File: config.mk
export PLATFORM = sky130hd
export DESIGN_NAME = brace_indent_reformatter_top_flat
export DESIGN_NICKNAME = d
export VERILOG_FILES = /design/src/rtl/core/bir_pkg.sv /design/src/rtl/core/bir_if.sv /design/src/rtl/core/bir_seq.sv /design/src/rtl/core/bir_dp.sv /design/src/rtl/core/brace_indent_reformatter_top.sv /design/src/flat_wrapper.sv
export SDC_FILE = /design/constraint.sdc
export NUM_CORES = 1
export LEC_CHECK = 0
export ABC_AREA = 1
export BUFFER_PORTS_ARGS = -buffer_cell sky130_fd_sc_hd__buf_2
export CAP_MARGIN = 20
export CORE_AREA = 2 2 91 93
export CTS_CLUSTER_SIZE = 14
export DETAILED_ROUTE_END_ITERATION = 12
export DIE_AREA = 0 0 93 95
export GPL_TIMING_DRIVEN = 0
export SYNTH_ARGS = -nofsm -noshare
export SYNTH_HDL_FRONTEND = slang
export SYNTH_SLANG_ARGS = --single-unit
File: constraint.sdc
create_clock -name clock -period 3.9 [get_ports clock]
set_input_delay 0.78 -clock clock [delete_from_list [all_inputs] [get_ports clock]]
set_output_delay 0.78 -clock clock [all_outputs]
set_load 0.05 [all_outputs]
File: src/rtl/core/bir_pkg.sv
// Package for the brace indent reformatter: character codes, microword format,
// the control store and the dispatch decoder. No dependencies.
package bir_pkg;

   localparam int INDENT_W = 4;
   localparam int BIR_MAX_INDENT = 15;
   localparam int PC_W = 6;

   localparam logic [7:0] CH_LBRACE = 8'd123;
   localparam logic [7:0] CH_RBRACE = 8'd125;
   localparam logic [7:0] CH_NL     = 8'd10;
   localparam logic [7:0] CH_SLASH  = 8'd47;
   localparam logic [7:0] CH_STAR   = 8'd42;
   localparam logic [7:0] CH_SPACE  = 8'd32;
   localparam logic [7:0] CH_TAB    = 8'd9;

   localparam logic [1:0] PEND_NONE  = 2'd0;
   localparam logic [1:0] PEND_SLASH = 2'd1;
   localparam logic [1:0] PEND_STAR  = 2'd2;

   // entry points and shared tails of the microprogram
   localparam logic [PC_W-1:0] A_CMT_OPEN   = 6'd0;
   localparam logic [PC_W-1:0] A_SLASH_RAW  = 6'd4;
   localparam logic [PC_W-1:0] A_CMT_CLOSE  = 6'd6;
   localparam logic [PC_W-1:0] A_STAR_RAW   = 6'd9;
   localparam logic [PC_W-1:0] A_DROP       = 6'd11;
   localparam logic [PC_W-1:0] A_HOLD_SLASH = 6'd12;
   localparam logic [PC_W-1:0] A_HOLD_STAR  = 6'd13;
   localparam logic [PC_W-1:0] A_LBRACE     = 6'd14;
   localparam logic [PC_W-1:0] A_NL_TAIL    = 6'd17;
   localparam logic [PC_W-1:0] A_RBRACE     = 6'd19;
   localparam logic [PC_W-1:0] A_NEWLINE    = 6'd23;
   localparam logic [PC_W-1:0] A_SPACE      = 6'd32;
   localparam logic [PC_W-1:0] A_OTHER      = 6'd34;

   typedef enum logic [1:0] {EM_NONE, EM_CONST, EM_BYTE, EM_TAB} emit_type;
   typedef enum logic [1:0] {J_NONE, J_ALWAYS, J_NCMT, J_NSEEN} jmp_type;
   typedef enum logic [1:0] {FL_KEEP, FL_SET, FL_CLR} flag_op_type;
   typedef enum logic [1:0] {IND_NONE, IND_INC, IND_DEC} ind_op_type;

   typedef struct packed {
      emit_type          emit;
      logic [7:0]        chr;
      logic              lz;      // last if indent is zero (a tab run follows)
      logic              fin;
      jmp_type           jmp;
      logic [PC_W-1:0]   target;
      logic              pend_wr;
      logic [1:0]        pend_val;
      flag_op_type       seen_op;
      flag_op_type       cmt_op;
      ind_op_type        ind_op;
   } uword_type;

   typedef struct packed {
      logic              upd;
      logic              emit;
      logic              last;
      emit_type          sel;
      logic [7:0]        chr;
      logic              pend_wr;
      logic [1:0]        pend_val;
      flag_op_type       seen_op;
      flag_op_type       cmt_op;
      ind_op_type        ind_op;
      logic              tab_hold;
      logic              tab_dec;
      logic              load_byte;
   } seq_ctl_type;

   typedef struct packed {
      logic [1:0]        pend;
      logic              cmt;
      logic              seen;
      logic              ind_zero;
      logic              tab_zero;
      logic              tab_one;
      logic              out_free;
   } dp_stat_type;

   function automatic uword_type uw(emit_type e, logic [7:0] c, logic lz, logic fin,
                                    jmp_type j, logic [PC_W-1:0] t, logic pw,
                                    logic [1:0] pv, flag_op_type so, flag_op_type co,
                                    ind_op_type io);
      uword_type w;
      w.emit = e;  w.chr = c;  w.lz = lz;  w.fin = fin;
      w.jmp = j;   w.target = t;
      w.pend_wr = pw;  w.pend_val = pv;
      w.seen_op = so;  w.cmt_op = co;  w.ind_op = io;
      return w;
   endfunction

   // control store
   function automatic uword_type rom_word(logic [PC_W-1:0] pc);
      uword_type w;
      unique case (pc)
         // comment open: NL, tabs, "/*"
         6'd0:  w = uw(EM_CONST, CH_NL, 1'b0, 1'b0, J_NONE, A_DROP, 1'b1, PEND_NONE,
                      FL_SET, FL_SET, IND_NONE);
         6'd1:  w = uw(EM_TAB, CH_TAB, 1'b0, 1'b0, J_NONE, A_DROP, 1'b0, PEND_NONE,
                      FL_KEEP, FL_KEEP, IND_NONE);
         6'd2:  w = uw(EM_CONST, CH_SLASH, 1'b0, 1'b0, J_NONE, A_DROP, 1'b0, PEND_NONE,
                      FL_KEEP, FL_KEEP, IND_NONE);
         6'd3:  w = uw(EM_CONST, CH_STAR, 1'b0, 1'b1, J_NONE, A_DROP, 1'b0, PEND_NONE,
                      FL_KEEP, FL_KEEP, IND_NONE);
         // held slash, passed raw
         6'd4:  w = uw(EM_CONST, CH_SLASH, 1'b0, 1'b0, J_NONE, A_DROP, 1'b1, PEND_NONE,
                      FL_SET, FL_KEEP, IND_NONE);
         6'd5:  w = uw(EM_BYTE, CH_TAB, 1'b0, 1'b1, J_NONE, A_DROP, 1'b0, PEND_NONE,
                      FL_KEEP, FL_KEEP, IND_NONE);
         // comment close: "*/" NL
         6'd6:  w = uw(EM_CONST, CH_STAR, 1'b0, 1'b0, J_NONE, A_DROP, 1'b1, PEND_NONE,
                      FL_SET, FL_CLR, IND_NONE);
         6'd7:  w = uw(EM_CONST, CH_SLASH, 1'b0, 1'b0, J_NONE, A_DROP, 1'b0, PEND_NONE,
                      FL_KEEP, FL_KEEP, IND_NONE);
         6'd8:  w = uw(EM_CONST, CH_NL, 1'b0, 1'b1, J_NONE, A_DROP, 1'b0, PEND_NONE,
                      FL_KEEP, FL_KEEP, IND_NONE);
         // held star, passed raw
         6'd9:  w = uw(EM_CONST, CH_STAR, 1'b0, 1'b0, J_NONE, A_DROP, 1'b1, PEND_NONE,
                      FL_SET, FL_KEEP, IND_NONE);
         6'd10: w = uw(EM_BYTE, CH_TAB, 1'b0, 1'b1, J_NONE, A_DROP, 1'b0, PEND_NONE,
                      FL_KEEP, FL_KEEP, IND_NONE);
         // no output
         6'd11: w = uw(EM_NONE, CH_TAB, 1'b0, 1'b1, J_NONE, A_DROP, 1'b1, PEND_NONE,
                      FL_KEEP, FL_KEEP, IND_NONE);
         6'd12: w = uw(EM_NONE, CH_TAB, 1'b0, 1'b1, J_NONE, A_DROP, 1'b1, PEND_SLASH,
                      FL_KEEP, FL_KEEP, IND_NONE);
         6'd13: w = uw(EM_NONE, CH_TAB, 1'b0, 1'b1, J_NONE, A_DROP, 1'b1, PEND_STAR,
                      FL_KEEP, FL_KEEP, IND_NONE);
         // open brace
         6'd14: w = uw(EM_CONST, CH_NL, 1'b0, 1'b0, J_NONE, A_DROP, 1'b1, PEND_NONE,
                      FL_KEEP, FL_KEEP, IND_NONE);
         6'd15: w = uw(EM_TAB, CH_TAB, 1'b0, 1'b0, J_NONE, A_DROP, 1'b0, PEND_NONE,
                      FL_KEEP, FL_KEEP, IND_NONE);
         6'd16: w = uw(EM_CONST, CH_LBRACE, 1'b0, 1'b0, J_NONE, A_DROP, 1'b0, PEND_NONE,
                      FL_KEEP, FL_KEEP, IND_INC);
         // shared tail: NL then tabs
         6'd17: w = uw(EM_CONST, CH_NL, 1'b1, 1'b0, J_NONE, A_DROP, 1'b0, PEND_NONE,
                      FL_KEEP, FL_KEEP, IND_NONE);
         6'd18: w = uw(EM_TAB, CH_TAB, 1'b0, 1'b1, J_NONE, A_DROP, 1'b0, PEND_NONE,
                      FL_KEEP, FL_KEEP, IND_NONE);
         // close brace: outdent first
         6'd19: w = uw(EM_NONE, CH_TAB, 1'b0, 1'b0, J_NONE, A_DROP, 1'b1, PEND_NONE,
                      FL_KEEP, FL_KEEP, IND_DEC);
         6'd20: w = uw(EM_CONST, CH_NL, 1'b0, 1'b0, J_NONE, A_DROP, 1'b0, PEND_NONE,
                      FL_KEEP, FL_KEEP, IND_NONE);
         6'd21: w = uw(EM_TAB, CH_TAB, 1'b0, 1'b0, J_NONE, A_DROP, 1'b0, PEND_NONE,
                      FL_KEEP, FL_KEEP, IND_NONE);
         6'd22: w = uw(EM_CONST, CH_RBRACE, 1'b0, 1'b0, J_ALWAYS, A_NL_TAIL, 1'b0,
                      PEND_NONE, FL_KEEP, FL_KEEP, IND_NONE);
         // newline; outside a comment it is just the tail
         6'd23: w = uw(EM_NONE, CH_TAB, 1'b0, 1'b0, J_NCMT, A_NL_TAIL, 1'b1, PEND_NONE,
                      FL_CLR, FL_KEEP, IND_NONE);
         6'd24: w = uw(EM_CONST, CH_SPACE, 1'b0, 1'b0, J_NONE, A_DROP, 1'b0, PEND_NONE,
                      FL_KEEP, FL_KEEP, IND_NONE);
         6'd25: w = uw(EM_CONST, CH_STAR, 1'b0, 1'b0, J_NONE, A_DROP, 1'b0, PEND_NONE,
                      FL_KEEP, FL_KEEP, IND_NONE);
         6'd26: w = uw(EM_CONST, CH_SLASH, 1'b0, 1'b0, J_NONE, A_DROP, 1'b0, PEND_NONE,
                      FL_KEEP, FL_KEEP, IND_NONE);
         6'd27: w = uw(EM_CONST, CH_NL, 1'b0, 1'b0, J_NONE, A_DROP, 1'b0, PEND_NONE,
                      FL_KEEP, FL_KEEP, IND_NONE);
         6'd28: w = uw(EM_TAB, CH_TAB, 1'b0, 1'b0, J_NONE, A_DROP, 1'b0, PEND_NONE,
                      FL_KEEP, FL_KEEP, IND_NONE);
         6'd29: w = uw(EM_CONST, CH_SLASH, 1'b0, 1'b0, J_NONE, A_DROP, 1'b0, PEND_NONE,
                      FL_KEEP, FL_KEEP, IND_NONE);
         6'd30: w = uw(EM_CONST, CH_STAR, 1'b0, 1'b0, J_NONE, A_DROP, 1'b0, PEND_NONE,
                      FL_KEEP, FL_KEEP, IND_NONE);
         6'd31: w = uw(EM_CONST, CH_SPACE, 1'b0, 1'b1, J_NONE, A_DROP, 1'b0, PEND_NONE,
                      FL_KEEP, FL_KEEP, IND_NONE);
         // space: dropped at the start of a line
         6'd32: w = uw(EM_NONE, CH_TAB, 1'b0, 1'b0, J_NSEEN, A_DROP, 1'b1, PEND_NONE,
                      FL_KEEP, FL_KEEP, IND_NONE);
         6'd33: w = uw(EM_CONST, CH_SPACE, 1'b0, 1'b1, J_NONE, A_DROP, 1'b0, PEND_NONE,
                      FL_KEEP, FL_KEEP, IND_NONE);
         6'd34: w = uw(EM_BYTE, CH_TAB, 1'b0, 1'b1, J_NONE, A_DROP, 1'b1, PEND_NONE,
                      FL_SET, FL_KEEP, IND_NONE);
         default: w = uw(EM_NONE, CH_TAB, 1'b0, 1'b1, J_NONE, A_DROP, 1'b0, PEND_NONE,
                         FL_KEEP, FL_KEEP, IND_NONE);
      endcase
      return w;
   endfunction

   // dispatch: program entry for a new byte given the held prefix
   function automatic logic [PC_W-1:0] entry_pc(logic [1:0] pend, logic [7:0] c);
      logic [PC_W-1:0] pc;
      if (pend == PEND_SLASH) begin
         pc = (c == CH_STAR) ? A_CMT_OPEN : A_SLASH_RAW;
      end else if (pend == PEND_STAR) begin
         pc = (c == CH_SLASH) ? A_CMT_CLOSE : A_STAR_RAW;
      end else begin
         unique case (c)
            CH_TAB:    pc = A_DROP;
            CH_LBRACE: pc = A_LBRACE;
            CH_RBRACE: pc = A_RBRACE;
            CH_NL:     pc = A_NEWLINE;
            CH_SLASH:  pc = A_HOLD_SLASH;
            CH_STAR:   pc = A_HOLD_STAR;
            CH_SPACE:  pc = A_SPACE;
            default:   pc = A_OTHER;
         endcase
      end
      return pc;
   endfunction

endpackage

File: src/rtl/core/bir_if.sv
// Valid/ready channel interfaces for the reformatter's request and response sides.
// Depends on nothing.
interface bir_req_if;
   logic       valid;
   logic       ready;
   logic [7:0] in_byte;

   modport source (output valid, output in_byte, input ready);
   modport sink   (input valid, input in_byte, output ready);
endinterface

interface bir_rsp_if;
   logic       valid;
   logic       ready;
   logic [7:0] out_byte;
   logic       last;

   modport source (output valid, output out_byte, output last, input ready);
   modport sink   (input valid, input out_byte, input last, output ready);
endinterface

File: src/rtl/core/bir_seq.sv
// Microcode sequencer: step counter, control store lookup, dispatch and jumps.
// Depends on bir_pkg.
module bir_seq (
   input  logic                 clock,
   input  logic                 reset,
   input  logic                 req_valid,
   output logic                 req_ready,
   input  logic [7:0]           req_byte,
   input  bir_pkg::dp_stat_type stat,
   output bir_pkg::seq_ctl_type ctl
);
   import bir_pkg::*;

   logic              busy_ff, busy_in;
   logic [PC_W-1:0]   pc_ff, pc_in;
   uword_type         w;
   logic              is_tab, emits, go, done, taken, accept;

   always_comb begin
      w      = rom_word(pc_ff);
      is_tab = (w.emit == EM_TAB);
      emits  = is_tab ? !stat.tab_zero : (w.emit != EM_NONE);
      go     = busy_ff && (!emits || stat.out_free);
      // a tab step repeats until its count runs out
      done   = !is_tab || stat.tab_zero || stat.tab_one;
      accept = req_valid && !busy_ff;
      unique case (w.jmp)
         J_NONE:   taken = 1'b0;
         J_ALWAYS: taken = 1'b1;
         J_NCMT:   taken = !stat.cmt;
         J_NSEEN:  taken = !stat.seen;
         default:  taken = 1'b0;
      endcase

      busy_in = busy_ff;
      pc_in   = pc_ff;
      if (accept) begin
         busy_in = 1'b1;
         pc_in   = entry_pc(stat.pend, req_byte);
      end else if (go && done) begin
         if (w.fin) begin
            busy_in = 1'b0;
         end else begin
            pc_in = taken ? w.target : pc_ff + 1'b1;
         end
      end

      ctl.upd       = go && !is_tab;
      ctl.emit      = go && emits;
      ctl.last      = is_tab ? (w.fin && stat.tab_one) : (w.fin || (w.lz && stat.ind_zero));
      ctl.sel       = w.emit;
      ctl.chr       = w.chr;
      ctl.pend_wr   = w.pend_wr;
      ctl.pend_val  = w.pend_val;
      ctl.seen_op   = w.seen_op;
      ctl.cmt_op    = w.cmt_op;
      ctl.ind_op    = w.ind_op;
      ctl.tab_hold  = busy_ff && is_tab;
      ctl.tab_dec   = go && is_tab && !stat.tab_zero;
      ctl.load_byte = accept;
   end

   assign req_ready = !busy_ff;

   always_ff @(posedge clock) begin
      if (reset) begin
         busy_ff <= 1'b0;
         pc_ff   <= A_DROP;
      end else begin
         busy_ff <= busy_in;
         pc_ff   <= pc_in;
      end
   end

endmodule

File: src/rtl/core/bir_dp.sv
// Datapath: indent, comment and prefix state, tab counter and the response register.
// Depends on bir_pkg; driven by the control word from bir_seq.
module bir_dp #(
   parameter int MAX_INDENT = bir_pkg::BIR_MAX_INDENT
) (
   input  logic                 clock,
   input  logic                 reset,
   input  logic [7:0]           req_byte,
   input  bir_pkg::seq_ctl_type ctl,
   output bir_pkg::dp_stat_type stat,
   output logic                 rsp_valid,
   input  logic                 rsp_ready,
   output logic [7:0]           rsp_byte,
   output logic                 rsp_last
);
   import bir_pkg::*;

   localparam int FullScale = (1 << INDENT_W) - 1;
   localparam logic [INDENT_W-1:0] IndentCap =
      INDENT_W'((MAX_INDENT < FullScale) ? MAX_INDENT : FullScale);

   logic [INDENT_W-1:0] indent_ff, indent_in;
   logic [INDENT_W-1:0] tcnt_ff, tcnt_in;
   logic                cmt_ff, cmt_in;
   logic                seen_ff, seen_in;
   logic [1:0]          pend_ff, pend_in;
   logic [7:0]          byte_ff, byte_in;
   logic                out_valid_ff, out_valid_in;
   logic [7:0]          out_byte_ff, out_byte_in;
   logic                out_last_ff, out_last_in;
   logic                out_free;

   always_comb begin
      out_free  = !out_valid_ff || rsp_ready;
      indent_in = indent_ff;
      cmt_in    = cmt_ff;
      seen_in   = seen_ff;
      pend_in   = pend_ff;
      if (ctl.upd) begin
         if (ctl.pend_wr) pend_in = ctl.pend_val;
         case (ctl.seen_op)
            FL_SET:  seen_in = 1'b1;
            FL_CLR:  seen_in = 1'b0;
            default: seen_in = seen_ff;
         endcase
         case (ctl.cmt_op)
            FL_SET:  cmt_in = 1'b1;
            FL_CLR:  cmt_in = 1'b0;
            default: cmt_in = cmt_ff;
         endcase
         case (ctl.ind_op)
            IND_INC: if (indent_ff < IndentCap) indent_in = indent_ff + 1'b1;
            IND_DEC: if (indent_ff != '0) indent_in = indent_ff - 1'b1;
            default: indent_in = indent_ff;
         endcase
      end

      // counter tracks the indent until a tab run starts counting it down
      if (!ctl.tab_hold) begin
         tcnt_in = indent_ff;
      end else if (ctl.tab_dec) begin
         tcnt_in = tcnt_ff - 1'b1;
      end else begin
         tcnt_in = tcnt_ff;
      end

      byte_in = ctl.load_byte ? req_byte : byte_ff;

      out_valid_in = out_valid_ff;
      out_byte_in  = out_byte_ff;
      out_last_in  = out_last_ff;
      if (ctl.emit) begin
         out_valid_in = 1'b1;
         out_last_in  = ctl.last;
         case (ctl.sel)
            EM_BYTE: out_byte_in = byte_ff;
            EM_TAB:  out_byte_in = CH_TAB;
            default: out_byte_in = ctl.chr;
         endcase
      end else if (rsp_ready) begin
         out_valid_in = 1'b0;
      end

      stat.pend     = pend_ff;
      stat.cmt      = cmt_ff;
      stat.seen     = seen_ff;
      stat.ind_zero = (indent_ff == '0);
      stat.tab_zero = (tcnt_ff == '0);
      stat.tab_one  = (tcnt_ff == INDENT_W'(1));
      stat.out_free = out_free;
   end

   always_ff @(posedge clock) begin
      if (reset) begin
         indent_ff    <= '0;
         cmt_ff       <= 1'b0;
         seen_ff      <= 1'b0;
         pend_ff      <= PEND_NONE;
         tcnt_ff      <= '0;
         out_valid_ff <= 1'b0;
      end else begin
         indent_ff    <= indent_in;
         cmt_ff       <= cmt_in;
         seen_ff      <= seen_in;
         pend_ff      <= pend_in;
         tcnt_ff      <= tcnt_in;
         out_valid_ff <= out_valid_in;
      end
   end

   always_ff @(posedge clock) begin
      byte_ff     <= byte_in;
      out_byte_ff <= out_byte_in;
      out_last_ff <= out_last_in;
   end

   assign rsp_valid = out_valid_ff;
   assign rsp_byte  = out_byte_ff;
   assign rsp_last  = out_last_ff;

endmodule

File: src/rtl/core/brace_indent_reformatter_top.sv
// Top level of the brace indent reformatter: sequencer plus datapath.
// Depends on bir_pkg, bir_if, bir_seq and bir_dp.
//
// Reformats a source-text byte stream: tabs and leading spaces are dropped, braces go
// on their own lines with the indent stepped (saturating at 0 and at the smaller of
// MAX_INDENT and 15), newlines re-indent with tabs and close/reopen an open comment,
// and a slash or star is held one request to spot a comment open or close. One request
// is taken at a time; req_if.ready returns when the microprogram for it has finished.
// The microprogram issues at most one response byte per cycle, stalling while a
// response byte waits on rsp_if.ready. A request is dispatched and then runs its program
// steps in order, with each tab of an indent run taking its own step and an empty tab
// run still taking one step. The last response byte for a request carries last;
// requests that produce nothing (tab, held prefix, leading space) finish without a
// response. The response register lets the next request in while the final byte
// still waits on rsp_if.ready.
module brace_indent_reformatter_top #(
   parameter int MAX_INDENT = bir_pkg::BIR_MAX_INDENT
) (
   input logic     clock,
   input logic     reset,
   bir_req_if.sink   req_if,
   bir_rsp_if.source rsp_if
);
   import bir_pkg::*;

   seq_ctl_type ctl;
   dp_stat_type stat;

   bir_seq u_seq (
      .clock     (clock),
      .reset     (reset),
      .req_valid (req_if.valid),
      .req_ready (req_if.ready),
      .req_byte  (req_if.in_byte),
      .stat      (stat),
      .ctl       (ctl)
   );

   bir_dp #(
      .MAX_INDENT (MAX_INDENT)
   ) u_dp (
      .clock     (clock),
      .reset     (reset),
      .req_byte  (req_if.in_byte),
      .ctl       (ctl),
      .stat      (stat),
      .rsp_valid (rsp_if.valid),
      .rsp_ready (rsp_if.ready),
      .rsp_byte  (rsp_if.out_byte),
      .rsp_last  (rsp_if.last)
   );

endmodule

File: src/flat_wrapper.sv
// flat-port wrapper written by rule: the top's interface ports become plain ports
module brace_indent_reformatter_top_flat import bir_pkg::*;
#(
   parameter int MAX_INDENT = bir_pkg::BIR_MAX_INDENT
)
  (clock, reset, req_if_valid, req_if_in_byte, req_if_ready, rsp_if_valid, rsp_if_out_byte, rsp_if_last, rsp_if_ready);
  bir_req_if req_if_i ();
  bir_rsp_if rsp_if_i ();
  input logic clock;
  input logic reset;
  input wire logic [$bits(req_if_i.valid)-1:0] req_if_valid;
  input wire logic [$bits(req_if_i.in_byte)-1:0] req_if_in_byte;
  output wire logic [$bits(req_if_i.ready)-1:0] req_if_ready;
  output wire logic [$bits(rsp_if_i.valid)-1:0] rsp_if_valid;
  output wire logic [$bits(rsp_if_i.out_byte)-1:0] rsp_if_out_byte;
  output wire logic [$bits(rsp_if_i.last)-1:0] rsp_if_last;
  input wire logic [$bits(rsp_if_i.ready)-1:0] rsp_if_ready;
  assign req_if_i.valid = req_if_valid;
  assign req_if_i.in_byte = req_if_in_byte;
  assign req_if_ready = req_if_i.ready;
  assign rsp_if_valid = rsp_if_i.valid;
  assign rsp_if_out_byte = rsp_if_i.out_byte;
  assign rsp_if_last = rsp_if_i.last;
  assign rsp_if_i.ready = rsp_if_ready;
  brace_indent_reformatter_top #(.MAX_INDENT(MAX_INDENT)) u_core (.clock(clock), .reset(reset), .req_if(req_if_i), .rsp_if(rsp_if_i));
endmodule
==> results.ini <==
[final_layout]
num-nets-final=544
num_antenna_cells=0
syn2layout_area_growth_pct=12.7
ff_latch_area_um2=1370
n_fill_cell=813
drive_gt1_share_pct=11.8
multi_input_area_um2=1820

[detailed_routing]
via_count=3193
postRouteAntennaNets=0
drc=0
routed_via_density=5.13
drt_wl_total_um=8450
drtIter0Drc=180
detail_route.wl_per_cell_um=13.6
dr.pass1.iters=5

[clock_tree]
cts.repair.resized=0
cts-root-buf=clkbuf_8
cts_tree=yes
path_clk_slew_ns=0.06
numCtsBuffers=9
clk_latency_ns=0.33
clkSinkCount=60
htree_levels=3
hold_buffers=0
cts_setup_buffers=0
cts.path.max_buffers=2

[synth]
yosysTopAreaCellShare_pct=24.7
syn_area_per_cell_um2=7.25
syn_nets=512
synthCells=480
synth_commonest_cells=134 x nand2_1, 60 x inv_1, 54 x nor2_1
yosysMostFrequentCell=nand2_1
synth_area_leader_cell=dfxtp_1
synthArstFlopShare_pct=0
ys_warn_count=0
yosysUniqueCellTypes=39
ys_ff_latch=60
synth_area_leaders=dfxtp_1 25%, edfxtp_1 15%, nand2_1 14%
synth_edf_count=17
synth_top_flop_cell=dfxtp_1
synth-seq-area-share_pct=39.4
syn_area_um2=3480

[timing]
finalSetupTns_ns=0
fin_crit_ns=3.30
fin_crit_sh_pct=84.5
max_freq_ghz=0.303
worstMarginPinSlew_ns=0.542
finalSetupViolCount=0
timing.final.hold_violations=0
slew_viol_final=0
max-slew-margin-rel_pct=63.6
rsz0062_at_grt=false
finClkSkew_ns=0.00959
fin_ws_ns=0.604

[grt]
grt_pass1_wl_um=13700
grt_pass1_vias=2903
grtUsageTotal_pct=20.1
antenna_found_initial=0
grt_max_degree=11
grt-ovfl-total=0

[die]
core_area_um2=7930
initial_core_util_pct=43.9
die_w_um=93
rows=33
die-area_um2=8840
die_y_um=95
io-pin-count=23

[run]
maxCapViolCount=0

[setup_path]
cp-end-kind=register
cp-start-kind=input pin
crit_chain=buf_2, inv_1, nand2_1, nor2_1, nand2_1, nand2_1, o21ai_0, nand2_1, nand2_1, nand2_1, nand2_1, nand3_1, inv_1, ha_1, nand3_1, nor2_1, a21oi_1, o21ai_0
cpPeakStageDelay_ns=0.38
worstPathRequired_ns=4.10
path_max_fanout=8
critPathBufInv=3
worst-setup-path-type=in2reg
cp_top_family=simple AND/OR/NAND/NOR gates
worst_ep_arrival_time_ns=3.50
crit_top_cell=nand2_1
crit_path_top_delay_cell=inv_1

[pwr]
p_sw_uw=605
seqPwrFrac_pct=41.5
internal_power_mw=1.22
powerDensity_nw_per_um2=465
clockPowerShare_pct=31.1
switching_share_pct=33.2
irDropWorstVdd_v=0.000179
combPwrFrac_pct=27.4
p_leak_nw=1.81

[placement]
portBuffers=21
dp_hpwl_um=6530
dpl_worst_slack_ns=0.394
place_congestion=0.956

[hold_path]
hold_class=reg2reg

[status]
status=finished, final reports clean

## state kept, by name, summed over array words and instances (netlist names)
name / flops
u_core.u_dp.byte_ff: 8
u_core.u_dp.cmt_ff: 1
u_core.u_dp.indent_ff: 4
u_core.u_dp.pend_ff: 2
u_core.u_dp.rsp_byte: 8
u_core.u_dp.rsp_last: 1
u_core.u_dp.rsp_valid: 1
u_core.u_dp.seen_ff: 1
u_core.u_dp.tcnt_ff: 4
u_core.u_seq.busy_ff: 1
u_core.u_seq.pc_ff: 6
u_core.u_seq.w: 23
## power by group through the flow
stage                     logic (mW)  registers (mW)  clock network [mW]
after floorplan                0.330           0.806                   0
after global placement         0.490           0.767                   0
after detailed placement       0.492           0.769                   0
after CTS                      0.494           0.756               0.580
after global routing           0.553           0.763               0.610
final                          0.499           0.756               0.568
## stage by stage
stage / cells / total power, mW / utilization, % / cell area (um^2) / hold slack, ns
3_3_place_gp: 606 / 1.26 / 46.9 / 3710 / 0.460
3_5_place_dp: 606 / 1.26 / 46.9 / 3710 / 0.460
4_1_cts: 622 / 1.83 / 49.5 / 3920 / 0.469
5_1_grt: 622 / 1.93 / 49.5 / 3920 / 0.507
2_1_floorplan: 480 / 1.14 / - / 3480 / 0.447
6_report: 622 / 1.82 / 49.5 / 3920 / 0.467
## area by class of cell
class | count | share of cell area (%)
Tap cell | 105 | 3.35
Multi-Input combinational cell | 349 | 46.5
Clock inverter | 1 | 0.766
Buffer | 6 | 0.925
Clock buffer | 15 | 4.50
Sequential cell | 60 | 35.0
Timing Repair Buffer | 21 | 2.68
Inverter | 65 | 6.29
## cells in the final DEF (no fill, tap or decap), types with 2 or more instances in the layout
| cell type | count |
|---|---|
| nor3_2 | 2 |
| xnor2_1 | 2 |
| o22a_1 | 2 |
| dfxtp_1 | 43 |
| ha_1 | 19 |
| clkbuf_8 | 12 |
| nor2_1 | 54 |
| inv_2 | 3 |
| edfxtp_1 | 17 |
| nor4_1 | 2 |
| buf_2 | 23 |
| nor2_2 | 3 |
| o21ai_0 | 26 |
| nand2_2 | 7 |
| nand2_1 | 134 |
| o21ai_1 | 3 |
| inv_1 | 60 |
| clkbuf_1 | 5 |
| nand4_1 | 4 |
| a22o_1 | 3 |
| a21oi_1 | 17 |
| o211ai_1 | 2 |
| xor2_1 | 6 |
| a31oi_1 | 5 |
| nor3_1 | 6 |
| a21oi_2 | 2 |
| nand3_1 | 41 |
## worst paths after layout
path	start	end	slack (ns)	cells after the start
max	req_if_in_byte[2]	u_core.u_seq.w[21]	0.60	18
min	u_core.u_seq.w[7]	u_core.u_dp.pend_ff[1]	0.47	2
max reg2reg	u_core.u_dp.tcnt_ff[0]	u_core.u_seq.w[21]	0.71	16
min reg2reg	u_core.u_seq.w[7]	u_core.u_dp.pend_ff[1]	0.47	2
## tightest hold or removal path: cells and delay by family, from the launching register on
family,cells,cell delay (ns)
flops,1,0.30
simple gates,1,0.07
compound gates,1,0.06
## logic make-up after synthesis
| family | count (synthesis) | synth area share [%] |
|---|---|---|
| compound gates | 65 | 11.3 |
| xor+xnor | 8 | 2.01 |
| fa+ha+maj | 20 | 7.41 |
| buf+inv | 71 | 8.13 |
| flops | 60 | 39.4 |
| simple gates | 256 | 31.7 |
## layer usage
layer | vias to the layer above | track usage, % | routed length, um
li1 | 1616 | - | -
met1 | 1445 | 25.8 | 3870
met2 | 121 | 34.0 | 3940
met3 | 11 | 3.75 | 521
met4 | 0 | 7.23 | 115
met5 | - | 0 | 0
Power figures use the tool's default switching activity.
